==> src/llh_pkg.sv <==
// ----------------------------------------------------------------------------
// llh_pkg: shared definitions for the log2 latency histogram
// Field widths, command codes, default sizes and the percentile result record.
// ----------------------------------------------------------------------------
`default_nettype none

package llh_pkg;

	localparam int NUM_BUCKETS_DEF = 32;
	localparam int COUNT_WIDTH_DEF = 32;

	localparam int LAT_W     = 64;
	localparam int SEL_W     = 6;
	localparam int FRAC_W    = 17;
	localparam int FRAC_BITS = 16;
	localparam int OUT_CNT_W = 32;
	localparam int CNT_MAX_W = 64;
	localparam int PROD_W    = 2 * LAT_W;

	localparam int S_TDATA_W = 88;
	localparam int M_TDATA_W = 328;

	localparam logic [FRAC_W-1:0] FRAC_ONE = FRAC_W'(1) << FRAC_BITS;

	typedef enum logic [1:0] {
		FUNC_REC,
		FUNC_CLR,
		FUNC_RD,
		FUNC_PCT
	} func_t;

	typedef struct packed {
		logic                 busy;
		logic                 done;
		logic [LAT_W-1:0]     value;
		logic [SEL_W-1:0]     found;
		logic [CNT_MAX_W-1:0] hits;
	} pct_res_t;

endpackage

`default_nettype wire

==> src/llh_div_unit.sv <==
// ----------------------------------------------------------------------------
// llh_div_unit: restoring divider
// Produces one quotient bit per cycle; done pulses for one cycle once the
// last quotient bit has been shifted in.
// ----------------------------------------------------------------------------
`default_nettype none

module llh_div_unit import llh_pkg::*; #(
	parameter int NUM_W = PROD_W,
	parameter int DEN_W = COUNT_WIDTH_DEF
) (
	input  wire logic             clk,
	input  wire logic             arst_n,
	input  wire logic             start,
	input  wire logic [NUM_W-1:0] num,
	input  wire logic [DEN_W-1:0] den,
	output logic                  done,
	output logic      [NUM_W-1:0] quot
);

	localparam int CNT_W = $clog2(NUM_W);

	logic             run_q;
	logic             done_q;
	logic [CNT_W-1:0] cnt_q;
	logic [DEN_W-1:0] rem_q;
	logic [DEN_W-1:0] den_q;
	logic [NUM_W-1:0] nq_q;

	logic [DEN_W:0] rem_sh;
	logic [DEN_W:0] diff;
	logic           ge;

	always_comb begin
		rem_sh = {rem_q, nq_q[NUM_W-1]};
		diff   = rem_sh - {1'b0, den_q};
		ge     = rem_sh >= {1'b0, den_q};
	end

	// Dividend bits leave at the top of nq_q while quotient bits enter at the bottom.
	always_ff @(posedge clk or negedge arst_n) begin
		if (!arst_n) begin
			run_q  <= 1'b0;
			done_q <= 1'b0;
			cnt_q  <= '0;
			rem_q  <= '0;
			den_q  <= '0;
			nq_q   <= '0;
		end else begin
			done_q <= 1'b0;
			if (start) begin
				run_q <= 1'b1;
				cnt_q <= CNT_W'(NUM_W - 1);
				rem_q <= '0;
				den_q <= den;
				nq_q  <= num;
			end else if (run_q) begin
				rem_q <= ge ? diff[DEN_W-1:0] : rem_sh[DEN_W-1:0];
				nq_q  <= {nq_q[NUM_W-2:0], ge};
				if (cnt_q == '0) begin
					run_q  <= 1'b0;
					done_q <= 1'b1;
				end else begin
					cnt_q <= cnt_q - 1'b1;
				end
			end
		end
	end

	assign done = done_q;
	assign quot = nq_q;

endmodule

`default_nettype wire

==> src/llh_pct_unit.sv <==
// ----------------------------------------------------------------------------
// llh_pct_unit: percentile query engine
// Forms the target rank by shift-and-add, walks the bucket store one entry a
// cycle, then interpolates inside the bucket with its own divider.
// ----------------------------------------------------------------------------
`default_nettype none

module llh_pct_unit import llh_pkg::*; #(
	parameter int NUM_BUCKETS = NUM_BUCKETS_DEF,
	parameter int COUNT_WIDTH = COUNT_WIDTH_DEF
) (
	input  wire logic                           clk,
	input  wire logic                           arst_n,
	input  wire logic                           start,
	input  wire logic                           ack,
	input  wire logic [COUNT_WIDTH-1:0]         count,
	input  wire logic [FRAC_W-1:0]              fraction,
	output logic                                rd_en,
	output logic      [$clog2(NUM_BUCKETS)-1:0] rd_addr,
	input  wire logic [COUNT_WIDTH-1:0]         rd_data,
	output pct_res_t                            res
);

	localparam int IW     = $clog2(NUM_BUCKETS);
	localparam int PW     = COUNT_WIDTH + FRAC_W;
	localparam int STEP_W = $clog2(FRAC_W);
	localparam logic [IW-1:0] LAST_IDX = IW'(NUM_BUCKETS - 1);
	localparam logic [PW:0]   ROUND_UP = (PW + 1)'((1 << FRAC_BITS) - 1);

	typedef enum logic [3:0] {
		ST_IDLE,
		ST_MUL,
		ST_TGT,
		ST_WALK,
		ST_TIB,
		ST_PRODA,
		ST_PRODB,
		ST_DIV,
		ST_DONE
	} state_t;

	state_t                 state_q;
	logic [COUNT_WIDTH-1:0] cnt_q;
	logic [FRAC_W-1:0]      frac_q;
	logic [PW-1:0]          acc_q;
	logic [STEP_W-1:0]      step_q;
	logic [COUNT_WIDTH-1:0] target_q;
	logic [LAT_W-1:0]       cum_q;
	logic [LAT_W-1:0]       prev_q;
	logic [IW-1:0]          idx_q;
	logic [IW-1:0]          found_q;
	logic [COUNT_WIDTH-1:0] bc_q;
	logic [COUNT_WIDTH-1:0] tib_q;
	logic [PROD_W-1:0]      base_q;
	logic [PROD_W-1:0]      shf_q;
	logic [LAT_W-1:0]       value_q;
	logic [COUNT_WIDTH-1:0] hits_q;

	logic [LAT_W:0]         cum_sum;
	logic [LAT_W-1:0]       cum_n;
	logic                   walk_hit;
	logic [PW:0]            rnd;
	logic [LAT_W-1:0]       gap;
	logic                   div_start;
	logic [PROD_W-1:0]      div_num;
	logic                   div_done;
	logic [PROD_W-1:0]      div_quot;

	function automatic logic [LAT_W-1:0] lower_of(input logic [IW-1:0] idx);
		logic [LAT_W-1:0] r;
		r = '0;
		if (idx != '0) begin
			r = LAT_W'(1) << (int'(idx) - 1);
		end
		return r;
	endfunction

	// Midpoint of a bucket, truncated; the open-ended last bucket uses its lower bound.
	function automatic logic [LAT_W-1:0] mid_of(input logic [IW-1:0] idx);
		logic [LAT_W-1:0] r;
		r = lower_of(idx);
		if ((idx != LAST_IDX) && (int'(idx) >= 2)) begin
			r = r | (LAT_W'(1) << (int'(idx) - 2));
		end
		return r;
	endfunction

	// Bucket width is a power of two, except for the last bucket.
	function automatic int width_shift(input logic [IW-1:0] idx);
		return (idx == '0) ? 0 : int'(idx) - 1;
	endfunction

	always_comb begin
		cum_sum  = {1'b0, cum_q} + (LAT_W + 1)'(rd_data);
		cum_n    = cum_sum[LAT_W] ? '1 : cum_sum[LAT_W-1:0];
		walk_hit = cum_n >= LAT_W'(target_q);
		rnd      = {1'b0, acc_q} + ROUND_UP;
		gap      = LAT_W'(target_q) - prev_q;
	end

	always_comb begin
		rd_en   = 1'b0;
		rd_addr = '0;
		case (state_q)
			ST_TGT: begin
				rd_en = 1'b1;
			end
			ST_WALK: begin
				if (!walk_hit && (idx_q != LAST_IDX)) begin
					rd_en   = 1'b1;
					rd_addr = idx_q + 1'b1;
				end
			end
			default: begin
			end
		endcase
	end

	assign div_start = (state_q == ST_PRODB);
	assign div_num   = (found_q == LAST_IDX) ? (base_q - shf_q) : shf_q;

	llh_div_unit #(
		.NUM_W (PROD_W),
		.DEN_W (COUNT_WIDTH)
	) u_div (
		.clk    (clk),
		.arst_n (arst_n),
		.start  (div_start),
		.num    (div_num),
		.den    (bc_q),
		.done   (div_done),
		.quot   (div_quot)
	);

	always_ff @(posedge clk or negedge arst_n) begin
		if (!arst_n) begin
			state_q  <= ST_IDLE;
			cnt_q    <= '0;
			frac_q   <= '0;
			acc_q    <= '0;
			step_q   <= '0;
			target_q <= '0;
			cum_q    <= '0;
			prev_q   <= '0;
			idx_q    <= '0;
			found_q  <= '0;
			bc_q     <= '0;
			tib_q    <= '0;
			base_q   <= '0;
			shf_q    <= '0;
			value_q  <= '0;
			hits_q   <= '0;
		end else begin
			case (state_q)
				ST_IDLE: begin
					if (start) begin
						cnt_q   <= count;
						frac_q  <= (fraction > FRAC_ONE) ? FRAC_ONE : fraction;
						acc_q   <= '0;
						step_q  <= STEP_W'(FRAC_W - 1);
						state_q <= ST_MUL;
					end
				end
				ST_MUL: begin
					acc_q  <= (acc_q << 1) + PW'(frac_q[FRAC_W-1] ? cnt_q : '0);
					frac_q <= frac_q << 1;
					step_q <= step_q - 1'b1;
					if (step_q == '0) begin
						state_q <= ST_TGT;
					end
				end
				ST_TGT: begin
					// Rounding up before the shift gives the ceiling of the rank.
					target_q <= rnd[COUNT_WIDTH+FRAC_BITS-1:FRAC_BITS];
					cum_q    <= '0;
					idx_q    <= '0;
					state_q  <= ST_WALK;
				end
				ST_WALK: begin
					if (walk_hit) begin
						prev_q  <= cum_q;
						bc_q    <= rd_data;
						found_q <= idx_q;
						hits_q  <= rd_data;
						if (rd_data == '0) begin
							value_q <= mid_of(idx_q);
							state_q <= ST_DONE;
						end else begin
							state_q <= ST_TIB;
						end
					end else if (idx_q == LAST_IDX) begin
						value_q <= '1;
						found_q <= LAST_IDX;
						hits_q  <= rd_data;
						state_q <= ST_DONE;
					end else begin
						idx_q <= idx_q + 1'b1;
						cum_q <= cum_n;
					end
				end
				ST_TIB: begin
					tib_q   <= (gap > LAT_W'(bc_q)) ? bc_q : COUNT_WIDTH'(gap);
					state_q <= ST_PRODA;
				end
				ST_PRODA: begin
					// The last bucket spans 2^64 - 1 - lower; the rest span a power of two.
					shf_q   <= PROD_W'(tib_q) << width_shift(found_q);
					base_q  <= (PROD_W'(tib_q) << LAT_W) - PROD_W'(tib_q);
					state_q <= ST_PRODB;
				end
				ST_PRODB: begin
					state_q <= ST_DIV;
				end
				ST_DIV: begin
					if (div_done) begin
						value_q <= lower_of(found_q) + div_quot[LAT_W-1:0];
						state_q <= ST_DONE;
					end
				end
				ST_DONE: begin
					if (ack) begin
						state_q <= ST_IDLE;
					end
				end
				default: begin
					state_q <= ST_IDLE;
				end
			endcase
		end
	end

	always_comb begin
		res.busy  = (state_q != ST_IDLE) && (state_q != ST_DONE);
		res.done  = (state_q == ST_DONE);
		res.value = value_q;
		res.found = SEL_W'(found_q);
		res.hits  = CNT_MAX_W'(hits_q);
	end

endmodule

`default_nettype wire
==> config.mk <==
export PLATFORM = sky130hd
export DESIGN_NAME = llh_pct_unit
export DESIGN_NICKNAME = d
export VERILOG_FILES = /design/src/llh_pkg.sv /design/src/llh_div_unit.sv /design/src/llh_pct_unit.sv
export SDC_FILE = /design/constraint.sdc
export NUM_CORES = 2
export LEC_CHECK = 0
export BUFFER_PORTS_ARGS = -buffer_cell sky130_fd_sc_hd__clkbuf_2
export CAP_MARGIN = 10
export CELL_PAD_IN_SITES_DETAIL_PLACEMENT = 1
export CELL_PAD_IN_SITES_GLOBAL_PLACEMENT = 2
export CORE_ASPECT_RATIO = 0.6
export CORE_MARGIN = 2
export CORE_UTILIZATION = 39
export CTS_CLUSTER_DIAMETER = 40
export DETAILED_ROUTE_END_ITERATION = 8
export GPL_TIMING_DRIVEN = 0
export PLACE_DENSITY = 0.8
export SLEW_MARGIN = 20
export SYNTH_ARGS = -nofsm -noshare
export SYNTH_HDL_FRONTEND = slang
export SYNTH_HIERARCHICAL = 1
export SYNTH_SLANG_ARGS = --single-unit
==> constraint.sdc <==
create_clock -name clk -period 7.47 [get_ports clk]
set_input_delay 0.747 -clock clk [delete_from_list [all_inputs] [get_ports clk]]
set_output_delay 0.747 -clock clk [all_outputs]
set_load 0.02 [all_outputs]
==> reports/results.txt <==
CP endpoint kind: output pin
Reg2reg start: cum_q[0]$_DFFE_PN0P_
Post-synth top flop: dfrtp_1
Status: finished, violations left
Setup CP Type: register to output pin
IO Port Bufs: 193
TNS Setup: -0.122 ns
DR WL met3: 18,900 µm
Clock slew at reported path FFs: 0.05 ns
Placed Instances: 10.0k
Num rows: 113
Antenna-violating nets left: 0
Die W: 520 µm
# DRC: 0
H-tree depth: 4
Fraction of layout cells with a size suffix above 1: 9.80%
Worst EP required: 6.72 ns
DR WL met2: 102,000 µm
Final slew viol count: 0
Fin area: 71,900 µm²
Yosys reg bits: 860
Initial Util: 39.3%
Critical path's largest stage delay: 0.41 ns
Clock skew: 0.0579 ns
Sequential fraction of the synthesis area: 34.6%
Post-synthesis cell count: 7,606
Final core utilization: 45.4%
CORE AREA: 158,000 µm²
Drt first pass iters: 5
Fmax: 133 MHz
Met1 wire length: 130,000 µm
Most frequent CP cell: buf_6
Failing checks: setup timing
Nets: 8,537
Vias: 60.2k
CTS tree: yes
Slew @ Worst Pin: 1.24 ns
Routability Congestion: 0.963
Syn_area_per_cell: 8.19 µm²
Critical path endpoint: rd_addr[2]
DR top layer: met5
Hold crit path type: input port to register
Root buf cell: clkbuf_16
First-pass GRT wire length: 387,000 µm
# Max-Cap Violations: 0
Clk_lat worst skew: 0.81 ns
DRT iter0 DRCs: 5,201
Power per cell area: 524 nW/µm²
Hold Startpoint: count[20]
Synth async-reset ratio: 100%
GRT Total Usage: 30.7%
Synth warn: 6
Min Tclk post-route: 7.53 ns
Drt wl/cell: 24.9 µm
Reg2reg setup slack: 0.20 ns
Setup ws final: -0.0587 ns
Vias in the first global route: 60.4k
Initial antenna violation count: 7
Rel. slew slack: 16.7%
Routed WL: 256,000 µm
Final Hold Viols: 0
Post-synth EDFFs: 0
Largest net degree at the start of global routing: 85
Crit Path Max Fanout: 10
Place WS: -2.72 ns
Leakage: 33.4 nW
Post-DP HPWL: 202,000 µm
CTS sink cnt: 860
Synthesized area: 62,300 µm²
Startpoint types: register
Cells on worst reg2reg path: 31
Critical path's slowest cell: dfrtp_1
Die Y: 314 µm
Final setup fails: 5
Die footprint: 163,000 µm²
Final std cells w/o fill: 10.3k
Area after DPL: 66,500 µm²
CTS buffer count: 141
Vias per inst: 5.86
Post-route clock period utilization: 101%
RSZ-0062 raised after global routing: true
Synth unique cells: 97
Global route total overflow: 0
Layout area overhead: 15.4%
Worst EP arrival: 6.78 ns
Critical Path Start: cum_q[0]$_DFFE_PN0P_
Clk buf depth: 4
Reg2Reg Capture Point: prev_q[32]$_DFFE_PN0P_
VDD IR-drop max: 0.235 mV
# IOs: 227
==> how the worst min path moves through the flow <==
stage                                 end  depth (start not counted)
floorplan           cnt_q[31]$_DFFE_PN0P_                          2
finish              cnt_q[20]$_DFFE_PN0P_                          3
global route        cnt_q[29]$_DFFE_PN0P_                          3
global placement    cnt_q[26]$_DFFE_PN0P_                          2
detailed placement   cnt_q[1]$_DFFE_PN0P_                          2
CTS                 cnt_q[20]$_DFFE_PN0P_                          3
==> per-layer routing <==
layer  global-route usage [%]  vias up
met5                        0        -
met4                     6.79        2
met3                     5.75      310
met2                     42.9     1722
met1                     48.3    30405
li1                         -    27752
==> report_power, final <==
part           internal, mW  switching (mW)  total (mW)
Sequential             6.28            1.56        7.85
Combinational          8.09            15.1        23.2
Clock                  4.00            2.64        6.64
Total                  18.4            19.3        37.7
==> state kept, by name, indices dropped and copies added, names as in the netlist, 7 cells and up <==
signal / count
acc_q: 48
base_q: 96
bc_q: 32
cnt_q: 32
cum_q: 64
frac_q: 17
hits_q: 32
prev_q: 64
shf_q: 127
target_q: 32
tib_q: 32
u_div/cnt_q: 7
u_div/den_q: 32
u_div/quot: 128
u_div/rem_q: 32
value_q: 64
==> placed cells by master (no fill, tap or decap), drive strengths merged, types with 33 or more instances in the layout <==
cell type / netlist / routed
clkbuf: 365 / 710
conb: 1 / 64
mux2i: 235 / 235
ha: 399 / 399
nand2b: 61 / 61
nand4: 115 / 115
and2: 71 / 71
o21ai: 778 / 778
inv: 365 / 399
or3: 55 / 55
mux2: 133 / 133
a21o: 226 / 226
o21bai: 58 / 58
nor2b: 51 / 51
a21oi: 490 / 490
o22ai: 37 / 37
nor2: 562 / 562
nand2: 1166 / 1166
dfrtp: 860 / 860
nor3: 131 / 131
a311oi: 39 / 39
xnor2: 201 / 201
a31oi: 53 / 53
o31ai: 33 / 33
xor2: 166 / 166
a211oi: 45 / 45
o21a: 50 / 50
buf: 97 / 149
o211ai: 45 / 45
nor4: 65 / 65
nand3: 181 / 181
and3: 88 / 88
==> cells by family after synthesis <==
logic type / share of synthesized area, %
buf+inv: 5.41
fa+ha+maj: 8.21
compound gates: 20.9
flops: 34.6
simple gates: 19.6
other cells: 0.00602
mux: 6.18
xor+xnor: 5.16
==> repair_timing <==
item | in CTS | in global routing
pin swaps | 25 | 31
hold endpoints to repair | 42 | 0
setup endpoints to repair | 276 | 74
resized for setup | 70 | 38
buffers inserted | 17 | 13
hold buffers | 1 | 0
==> final cells by class <==
type | instances | area (µm²)
clock inverter | 79 | 856
timing repair buffer | 240 | 1620
buffer | 457 | 2060
multi-input combinational | 5982 | 38000
antenna | 4 | 10.0
clock buffer | 163 | 3810
fill | 19058 | 86500
tap | 2127 | 2660
inverter | 365 | 1370
sequential | 860 | 21500
==> per-stage QoR <==
step	hold WS, ns	power, mW
after floorplan	0.437	22.3
after global placement	0.456	29.4
after detailed placement	0.459	30.0
after CTS	0.0958	37.0
after global routing	0.129	40.2
final	0.130	37.7
==> Yosys cell counts, types with 23 or more instances <==
library cell / instances / share of area [%]
a31o_2: 23 / 0.32
nor2_1: 561 / 3.4
a21oi_1: 490 / 3.9
inv_1: 364 / 2.2
nand2b_1: 61 / 0.61
mux2i_1: 235 / 3.8
a31oi_1: 53 / 0.53
and3_1: 88 / 0.88
and2_1: 70 / 0.70
o221ai_1: 26 / 0.37
dfrtp_1: 860 / 35
nor3_1: 131 / 1.1
buf_4: 44 / 0.53
o31ai_1: 33 / 0.40
or4_1: 29 / 0.35
o21bai_1: 58 / 0.70
o21ai_1: 44 / 0.35
ha_1: 399 / 8.0
nand3_1: 180 / 1.4
nand4_1: 115 / 1.2
clkbuf_1: 365 / 2.2
buf_2: 26 / 0.21
a21o_1: 226 / 2.7
mux2_2: 116 / 2.1
o22ai_1: 37 / 0.37
xor2_1: 166 / 2.3
a311oi_1: 37 / 0.52
o211ai_1: 45 / 0.54
a211oi_1: 44 / 0.53
nor4_1: 62 / 0.62
xnor2_1: 201 / 2.8
nor2b_1: 51 / 0.51
o21ai_0: 734 / 5.9
nand2_1: 1165 / 7.0
or3_1: 55 / 0.55
o21a_1: 50 / 0.60
==> critical path: cells and delay by family, from the launching register on <==
| family | cells | cell delay, ns |
|---|---|---|
| flip-flops | 1 | 0.41 |
| adder cells (fa/ha/maj) | 3 | 0.86 |
| AND/OR/NAND/NOR | 8 | 1.64 |
| AO/OA/AOI/OAI | 11 | 2.15 |
| buffers and inverters | 6 | 0.89 |
Note: power is estimated with default switching activity, not from simulation.
