`config.mk`:
```
export PLATFORM = sky130hd
export DESIGN_NAME = llh_bucket_ram
export DESIGN_NICKNAME = d
export VERILOG_FILES = /design/src/llh_pkg.sv /design/src/llh_bucket_ram.sv
export SDC_FILE = /design/constraint.sdc
export NUM_CORES = 1
export LEC_CHECK = 0
export ABC_AREA = 1
export BUFFER_PORTS_ARGS = -buffer_cell sky130_fd_sc_hd__buf_2
export CELL_PAD_IN_SITES_DETAIL_PLACEMENT = 2
export CELL_PAD_IN_SITES_GLOBAL_PLACEMENT = 2
export CORE_MARGIN = 3
export CORE_UTILIZATION = 36
export CTS_BUF_LIST = sky130_fd_sc_hd__clkbuf_8
export DETAILED_ROUTE_END_ITERATION = 7
export GPL_TIMING_DRIVEN = 0
export PLACE_DENSITY = 0.75
export SLEW_MARGIN = 20
export SYNTH_ARGS = -nofsm -noshare
export SYNTH_HDL_FRONTEND = slang
export SYNTH_SLANG_ARGS = --single-unit
```
`constraint.sdc`:
```
create_clock -name clk -period 1.9 [get_ports clk]
set_input_delay 0.095 -clock clk [delete_from_list [all_inputs] [get_ports clk]]
set_output_delay 0.095 -clock clk [all_outputs]
set_load 0.02 [all_outputs]
```
`src/llh_pkg.sv`:
```
// ----------------------------------------------------------------------------
// llh_pkg: shared definitions for the log2 latency histogram
// Field widths, command codes, default sizes and the percentile result record.
// ----------------------------------------------------------------------------
`default_nettype none

package llh_pkg;

	localparam int NUM_BUCKETS_DEF = 32;
	localparam int COUNT_WIDTH_DEF = 32;

	localparam int LAT_W     = 64;
	localparam int SEL_W     = 6;
	localparam int FRAC_W    = 17;
	localparam int FRAC_BITS = 16;
	localparam int OUT_CNT_W = 32;
	localparam int CNT_MAX_W = 64;
	localparam int PROD_W    = 2 * LAT_W;

	localparam int S_TDATA_W = 88;
	localparam int M_TDATA_W = 328;

	localparam logic [FRAC_W-1:0] FRAC_ONE = FRAC_W'(1) << FRAC_BITS;

	typedef enum logic [1:0] {
		FUNC_REC,
		FUNC_CLR,
		FUNC_RD,
		FUNC_PCT
	} func_t;

	typedef struct packed {
		logic                 busy;
		logic                 done;
		logic [LAT_W-1:0]     value;
		logic [SEL_W-1:0]     found;
		logic [CNT_MAX_W-1:0] hits;
	} pct_res_t;

endpackage

`default_nettype wire

```
`src/llh_bucket_ram.sv`:
```
// ----------------------------------------------------------------------------
// llh_bucket_ram: bucket count store
// One write port and one read port with registered read data. Per-entry valid
// flags make a cleared entry read as zero; writes are forwarded to a read of
// the same entry in the same cycle.
// ----------------------------------------------------------------------------
`default_nettype none

module llh_bucket_ram import llh_pkg::*; #(
	parameter int NUM_BUCKETS = NUM_BUCKETS_DEF,
	parameter int COUNT_WIDTH = COUNT_WIDTH_DEF
) (
	input  wire logic                           clk,
	input  wire logic                           arst_n,
	input  wire logic                           clr,
	input  wire logic                           we,
	input  wire logic [$clog2(NUM_BUCKETS)-1:0] waddr,
	input  wire logic [COUNT_WIDTH-1:0]         wdata,
	input  wire logic                           re,
	input  wire logic [$clog2(NUM_BUCKETS)-1:0] raddr,
	output logic      [COUNT_WIDTH-1:0]         rdata
);

	logic [COUNT_WIDTH-1:0] mem [NUM_BUCKETS];
	logic [NUM_BUCKETS-1:0] valid_q;
	logic [COUNT_WIDTH-1:0] rdata_q;

	always_ff @(posedge clk) begin
		if (we) begin
			mem[waddr] <= wdata;
		end
	end

	always_ff @(posedge clk or negedge arst_n) begin
		if (!arst_n) begin
			valid_q <= '0;
		end else if (clr) begin
			valid_q <= '0;
		end else if (we) begin
			valid_q[waddr] <= 1'b1;
		end
	end

	// The read data holds while no read is requested.
	always_ff @(posedge clk) begin
		if (re) begin
			if (clr) begin
				rdata_q <= '0;
			end else if (we && (waddr == raddr)) begin
				rdata_q <= wdata;
			end else if (valid_q[raddr]) begin
				rdata_q <= mem[raddr];
			end else begin
				rdata_q <= '0;
			end
		end
	end

	assign rdata = rdata_q;

endmodule

`default_nettype wire

```
==> load_flow_metrics.sql, run 1 <==
INSERT INTO impl_metrics (metric_group, metric, value, unit) VALUES
('status', 'outcome', 'finished, violations left', ''),
('status', 'failed_checks', 'negative setup slack', ''),
('clocking', 'cts_inserted_buffers', '188', ''),
('global_route', 'grt_pass1_vias', '39300', ''),
('sta', 'final.setup.worst_slack', '-0.1513', 'ns'),
('power_and_ir_drop', 'pwr-share-comb', '9.3', '%'),
('synth', 'synthCells', '4319', ''),
('power_and_ir_drop', 'clock_share_of_power', '38.9', '%'),
('power_and_ir_drop', 'switchingPower', '14.08', 'mW'),
('floorplanning', 'floorplan.io_pins', '79', ''),
('floorplanning', 'die_w', '364.1', 'um'),
('routing', 'route.final.wire_length', '202700', 'um'),
('worst_setup_path', 'critical_path.top_delay_family', 'buffers and inverters', ''),
('floorplanning', 'design.die.area', '132500', 'um2'),
('synth', 'distinct_cells_synth', '22', ''),
('clocking', 'worstSkewPairLatency', '0.93', 'ns'),
('worst_setup_path', 'crit_arrival', '2.75', 'ns'),
('worst_setup_path', 'crit-reg2reg-launch', 'valid_q[5]', ''),
('layout', 'nFillCells', '12940', ''),
('routing', 'drt_first_iter_violations', '4150', ''),
('layout', 'final_nets', '4746', ''),
('sta', 'max-slew-margin-rel', '19.90', '%'),
('clocking', 'clock_tree.htree_level_count', '4', ''),
('floorplanning', 'core_area', '126400', 'um2'),
('floorplanning', 'die_boundary_height', '364.1', 'um'),
('routing', 'wl_met2', '95700', 'um'),
('worst_setup_path', 'critical_path_cell_count', '9', ''),
('routing', 'dr_total_vias', '36570', ''),
('routing', 'detail_route.first_pass.iterations', '6', ''),
('synth', 'synth_flop_cell', 'sky130_fd_sc_hd__edfxtp_1', ''),
('min_path', 'hold-path-endpoint', 'rdata[29]', ''),
('global_route', 'largest_net_degree_at_the_start_of_global_routing', '34', ''),
('synth', 'number_of_synthesized_flops_with_an_enable_pin', '1056', ''),
('sta', 'max_slew.worst_pin.slew', '1.202', 'ns'),
('min_path', 'timing.hold.worst.class', 'in -> reg', ''),
('routing', 'drt-met1-wl', '78560', 'um'),
('sta', 'timing.final.max_slew_violations', '0', ''),
('global_route', 'grt_first_pass_wirelength', '282000', 'um'),
('global_route', 'grt_remaining_overflow', '0', ''),
('power_and_ir_drop', 'share_seq_of_total_power', '51.9', '%'),
('synth', 'synthesis.nets', '4366', ''),
('clocking', 'tritoncts', 'built', ''),
('power_and_ir_drop', 'power_density', '936.0', 'nW/um2'),
('routing', 'drc_errors', '0', ''),
('floorplanning', 'start_util', '36.52', '%'),
('sta', 'layout_min_cycle_time', '2.051', 'ns'),
('power_and_ir_drop', 'p_leak', '22.36', 'nW'),
('worst_setup_path', 'critical_path_required', '2.60', 'ns'),
('sta', 'rsz0062_at_grt', 'yes', ''),
('worst_setup_path', 'r2r.worst_path.cells', '12', ''),
('clocking', 'cts-root-to-sink-buffers', '3', ''),
('synth', 'synthDominantCellAreaShare', '68.71', '%'),
('synth', 'synth_top_area_cell', 'sky130_fd_sc_hd__edfxtp_1', ''),
('worst_setup_path', 'criticalPathCategory', 'in -> reg', ''),
('layout', 'final_cell_count_no_fill', '6509', ''),
('placement', 'count_of_buffers_from_port_buffering', '73', ''),
('power_and_ir_drop', 'power.switching_fraction', '27.30', '%'),
('sta', 'finalCritPeriodShare', '108.0', '%'),
('synth', 'cell_area_synth', '46150', 'um2'),
('worst_setup_path', 'critical_path.max_stage_delay', '0.88', 'ns'),
('worst_setup_path', 'critical-path-slowest-cell', 'sky130_fd_sc_hd__clkdlybuf4s15_1', ''),
('clocking', 'cts_root_buffer', 'sky130_fd_sc_hd__clkbuf_8', ''),
('worst_setup_path', 'start_kind', 'input pin', ''),
('sta', 'report.final.hold_viol_count', '0', ''),
('routing', 'wire_length_per_cell', '31.14', 'um'),
('routing', 'dr_wl_met3', '17940', 'um'),
('synth', 'leading_cell_types_by_count_after_synthesis', '1576 x sky130_fd_sc_hd__nand2_1, 1056 x sky130_fd_sc_hd__edfxtp_1, 639 x sky130_fd_sc_hd__nand3_1', ''),
('placement', 'routabilityCongestion', '0.8696', ''),
('synth', 'synth-warning-count', '0', ''),
('sta', 'report.final.setup_viol', '57', ''),
('worst_setup_path', 'critPathMaxFanout', '10', '');
-- cell usage in the layout, fill, tap and decap left out, drive strengths merged, types with 42 or more instances in the layout --
cell type / instances
clkinv: 69
clkbuf: 259
buf: 322
dlygate4sd3: 42
nand2: 1577
inv: 546
edfxtp: 1056
nor2: 159
o211ai: 62
nand3: 640
-- cells by family (layout without fill, tap and decap cells) --
logic type             count (synthesis)  in the layout  synth area share [%]
AO/OA/AOI/OAI                        132            132                 1.784
AND/OR/NAND/NOR                     2387           2387                 21.19
flip-flops                          1088           1088                 70.44
buffers and inverters                712           1245                 6.582
other                                  0              7                     0
-- flip-flops by register name, indices dropped and copies added (netlist names) --
signal   flops
rdata       32
valid_q     32
mem       1024
-- worst max-delay path by stage --
stage	slack, ns	end
finish	-0.15	rdata[13]
global route	-0.09	rdata[0]
CTS	-0.06	rdata[7]
detailed placement	-1.63	rdata[27]
global placement	-3.11	mem[3][7]
floorplan	-0.36	mem[31][0]
-- per-layer routing --
metal / up-vias / global-route usage, %
met1: 18950 / 38.07
met5: - / 0
met2: 1933 / 49.40
li1: 15140 / -
met4: 8 / 15.72
met3: 540 / 5.973
-- through the flow --
stage          setup TNS (ns)  util (%)  instance area, um2  setup WS [ns]  power [mW]
5_1_grt                -2.227     43.59               55090       -0.09449       53.01
3_3_place_gp         -2648.99     38.45               48590         -3.107       31.21
2_1_floorplan         -316.99         -               46160        -0.3572       29.13
4_1_cts               -0.2560     43.13               54510       -0.06151       51.55
6_report               -1.887     43.60               55100        -0.1513       51.58
3_5_place_dp          -303.59     39.82               50320         -1.633       31.53
-- worst register-to-register path: stages, from the launching register on --
cell and delay, ns:
sky130_fd_sc_hd__dfrtp_1 0.38, sky130_fd_sc_hd__nand2_1 0.11, sky130_fd_sc_hd__nand3_2 0.12, sky130_fd_sc_hd__nand3_4 0.08, sky130_fd_sc_hd__nand2_2 0.08, sky130_fd_sc_hd__nand2_1 0.06
sky130_fd_sc_hd__nand2_2 0.07, sky130_fd_sc_hd__nand2_2 0.09, sky130_fd_sc_hd__nand2_8 0.16, sky130_fd_sc_hd__buf_12 0.14, sky130_fd_sc_hd__buf_8 0.12, sky130_fd_sc_hd__nand3_2 0.08
sky130_fd_sc_hd__a21oi_2 0.25
-- final cells by class --
cell class | count | area [um2] | share of cell area, %
diodes | 7 | 17.52 | 0.03179
plain buffers | 241 | 1370 | 2.486
flip-flops and latches | 1088 | 32510 | 59.00
clock buffers | 194 | 2670 | 4.845
well taps | 1650 | 2064 | 3.747
repair buffers | 191 | 2492 | 4.523
multi-input cells | 2519 | 11520 | 20.90
clock inverters | 149 | 690.7 | 1.253
inverters | 470 | 1769 | 3.211
-- power groups by stage --
stage | clock network, mW | registers [mW] | logic, mW
after floorplan | 0 | 27.3 | 1.87
after global placement | 0 | 27.2 | 3.98
after detailed placement | 0 | 27.2 | 4.29
after CTS | 20.3 | 26.8 | 4.52
after global routing | 21.3 | 26.8 | 5.00
final | 20.1 | 26.7 | 4.78
-- what timing repair did --
item	4_1_cts	5_1_grt
endpoints found under the setup margin	32	32
buffers inserted	3	10
pin swaps	6	25
gates cloned	1	1
hold buffers	43	0
resized for setup	82	122
endpoints found under the hold margin	1128	0
No activity file was read; power rests on OpenSTA's default activity.
==> run 2: changes to the inputs <==
--- a/config.mk
+++ b/config.mk
@@ -14,6 +14,7 @@
 export CTS_BUF_LIST = sky130_fd_sc_hd__clkbuf_8
 export DETAILED_ROUTE_END_ITERATION = 7
 export GPL_TIMING_DRIVEN = 0
+export MAX_ROUTING_LAYER = met4
 export PLACE_DENSITY = 0.75
 export SLEW_MARGIN = 20
 export SYNTH_ARGS = -nofsm -noshare
==> run 2 against run 1 <==
The run still ends with negative setup slack left. Global-route usage rose by 0.91 points. Cell count rose by 0.12%. Die area did not move.
==> load_flow_metrics.sql, run 2 (same netlist as run 1, synthesis figures left out) <==
INSERT INTO impl_metrics (metric_group, metric, value, unit) VALUES
('routing', 'dr_total_vias', '36700', ''),
('min_path', 'timing.hold.worst.class', 'in -> reg', ''),
('global_route', 'grt_pass1_vias', '39220', ''),
('placement', 'placed_cell_area', '50320', 'um2'),
('worst_setup_path', 'crit_arrival', '2.57', 'ns'),
('clocking', 'clkTransAtPathRegs', '0.06', 'ns'),
('clocking', 'worstSkewPairLatency', '0.91', 'ns'),
('sta', 'report.final.setup_viol', '90', ''),
('sta', 'hold_slack', '0.1654', 'ns'),
('power_and_ir_drop', 'p_leak', '22.34', 'nW'),
('power_and_ir_drop', 'switchingPower', '14.12', 'mW'),
('clocking', 'clock_tree.htree_level_count', '4', ''),
('floorplanning', 'placementRows', '130', ''),
('sta', 'achievable_frequency', '499.1', 'MHz'),
('layout', 'leading_cell_types_in_the_layout_fill_and_taps_excluded', '1558 x sky130_fd_sc_hd__nand2_1, 1056 x sky130_fd_sc_hd__edfxtp_1, 571 x sky130_fd_sc_hd__nand3_1, 536 x sky130_fd_sc_hd__inv_1, 194 x sky130_fd_sc_hd__clkbuf_8', ''),
('global_route', 'largest_net_degree_at_the_start_of_global_routing', '34', ''),
('layout', 'max_flop_register', 'mem', ''),
('status', 'failed_checks', 'negative setup slack', ''),
('sta', 'fin_setup_tns', '-3.729', 'ns'),
('floorplanning', 'die_w', '364.1', 'um'),
('layout', 'area_growth_syn_to_layout', '19.37', '%'),
('sta', 'finalCritPeriodShare', '105.5', '%'),
('routing', 'drt_first_iter_violations', '4556', ''),
('global_route', 'antenna_found_initial', '25', ''),
('placement', 'place.detailed.instances', '6102', ''),
('worst_setup_path', 'start_kind', 'input pin', ''),
('layout', 'drive_above_1_share', '14.63', '%'),
('worst_setup_path', 'end_kind', 'register', ''),
('sta', 'worst_clock_skew', '0.04688', 'ns'),
('clocking', 'tritoncts', 'built', ''),
('worst_setup_path', 'crit-reg2reg-launch', 'valid_q[16]', ''),
('clocking', 'cts_root_buffer', 'sky130_fd_sc_hd__clkbuf_8', ''),
('floorplanning', 'die_boundary_height', '364.1', 'um'),
('sta', 'report.final.hold_viol_count', '0', ''),
('global_route', 'grt_usage', '31.11', '%'),
('worst_setup_path', 'critPathMaxFanout', '10', ''),
('routing', 'route.final.wire_length', '203900', 'um'),
('power_and_ir_drop', 'p_int', '37.49', 'mW'),
('global_route', 'grt_first_pass_wirelength', '281900', 'um'),
('worst_setup_path', 'end_of_the_critical_path', 'rdata[8]', ''),
('layout', 'largest_register_ff_count', '1024', ''),
('routing', 'vias_per_cell', '5.631', ''),
('sta', 'final.setup.worst_slack', '-0.1037', 'ns'),
('global_route', 'grt_remaining_overflow', '0', ''),
('sta', 'layout_min_cycle_time', '2.004', 'ns'),
('routing', 'detail-route-antenna-nets', '0', ''),
('routing', 'wire_length_per_cell', '31.28', 'um'),
('power_and_ir_drop', 'power_density', '936.8', 'nW/um2'),
('floorplanning', 'design.die.area', '132500', 'um2'),
('job', 'drv.max_cap_violation_count', '0', ''),
('power_and_ir_drop', 'irDropWorstVdd', '760.5', 'uV'),
('worst_setup_path', 'critical_path_required', '2.46', 'ns'),
('worst_setup_path', 'r2r_setup_slk', '-0.07', 'ns'),
('sta', 'max_slew.worst_pin.slew', '1.385', 'ns'),
('placement', 'routabilityCongestion', '0.8837', ''),
('routing', 'drc_errors', '0', ''),
('power_and_ir_drop', 'report.power.total', '51.61', 'mW'),
('worst_setup_path', 'r2r_end', 'rdata[10]', ''),
('worst_setup_path', 'criticalPathCategory', 'in -> reg', ''),
('layout', 'layout.cells.most_common', 'sky130_fd_sc_hd__nand2_1', ''),
('layout', 'finish.instance_area', '55090', 'um2'),
('placement', 'hpwl', '134400', 'um'),
('clocking', 'clock_sinks', '1088', ''),
('layout', 'final_nets', '4746', ''),
('routing', 'detail_route.first_pass.iterations', '6', ''),
('floorplanning', 'core_area', '126400', 'um2'),
('sta', 'timing.final.max_slew_violations', '0', ''),
('sta', 'max-slew-margin-rel', '7.685', '%'),
('clocking', 'cts_inserted_buffers', '188', ''),
('floorplanning', 'start_util', '36.52', '%'),
('power_and_ir_drop', 'pwr-share-comb', '9.2', '%'),
('power_and_ir_drop', 'power.switching_fraction', '27.36', '%'),
('clocking', 'cts-root-to-sink-buffers', '3', ''),
('sta', 'rsz0062_at_grt', 'yes', ''),
('layout', 'nFillCells', '12950', ''),
('status', 'outcome', 'finished, violations left', ''),
('power_and_ir_drop', 'share_seq_of_total_power', '51.8', '%'),
('worst_setup_path', 'worst_setup_path_startpoint', 'raddr[2]', ''),
('placement', 'count_of_buffers_from_port_buffering', '73', ''),
('floorplanning', 'floorplan.io_pins', '79', ''),
('worst_setup_path', 'r2r.worst_path.cells', '12', ''),
('power_and_ir_drop', 'clock_share_of_power', '38.9', '%'),
('layout', 'final_cell_count_no_fill', '6517', '');
## run 2: cell count changes in the layout (fill, tap and decap cells not counted), moves of 2 or more
cell and change:
sky130_fd_sc_hd__nand3_1 -2, sky130_fd_sc_hd__nand3_2 +6, sky130_fd_sc_hd__nand3_4 -4, sky130_fd_sc_hd__a21oi_2 -3, sky130_fd_sc_hd__diode_2 +8, sky130_fd_sc_hd__a21oi_4 +3
## run 2: timing repair
| item | 4_1_cts | 5_1_grt |
|---|---|---|
| resized for setup | 82 | 117 |
| gates cloned | 1 | 0 |
| pin swaps | 6 | 27 |
| hold endpoints to repair | 1128 | 0 |
| endpoints found under the setup margin | 32 | 35 |
| buffers inserted | 3 | 11 |
| hold buffers | 43 | 0 |
## run 2: how the worst min path moves through the flow
stage	start	end	slack, ns	cells past startpoint
after floorplan	arst_n	valid_q[0]	-0.20	0
after global placement	arst_n	valid_q[6]	0.20	1
after detailed placement	arst_n	valid_q[6]	0.21	1
after CTS	waddr[4]	mem[23][9]	0.05	5
after global routing	raddr[4]	rdata[6]	0.13	6
final	raddr[4]	rdata[29]	0.17	6
## run 2: area by class of cell
type	count	area [um2]	area share [%]
antenna	15	37.54	0.06813
tap	1650	2064	3.747
clock buffer	194	2670	4.846
inverter	470	1769	3.211
sequential	1088	32510	59.01
multi-input combinational	2519	11500	20.87
timing repair buffer	191	2487	4.515
buffer	241	1363	2.473
clock inverter	149	690.7	1.254
## run 2: layer usage
metal | vias up | global-route usage, % | part of all wire, %
li1 | 15140 | - | -
met1 | 18890 | 38.28 | 39
met2 | 2058 | 49.39 | 47
met3 | 606 | 5.684 | 9.0
met4 | 0 | 15.66 | 5.4
met5 | - | - | 0
## run 2: power groups by stage
stage	logic [mW]	registers (mW)	clock network, mW
global route	4.98	26.8	21.3
detailed placement	4.29	27.2	0
CTS	4.52	26.8	20.3
floorplan	1.87	27.3	0
finish	4.77	26.7	20.1
global placement	3.98	27.2	0
## run 2: stage by stage
step                worst slack, ns  util [%]
floorplan                   -0.3572         -
global placement             -3.107     38.45
detailed placement           -1.633     39.82
CTS                        -0.06151     43.13
global route               -0.09655     43.58
finish                      -0.1037     43.59
## run 2: critical path: stages
cell                       delay, ns
sky130_fd_sc_hd__buf_2          0.28
sky130_fd_sc_hd__buf_2          0.58
sky130_fd_sc_hd__clkbuf_2       0.53
sky130_fd_sc_hd__nand3_1        0.30
sky130_fd_sc_hd__nand3_2        0.23
sky130_fd_sc_hd__nand2_1        0.13
sky130_fd_sc_hd__nand2_1        0.13
sky130_fd_sc_hd__nand2_1        0.09
sky130_fd_sc_hd__nand3_2        0.10
sky130_fd_sc_hd__a21oi_4        0.08
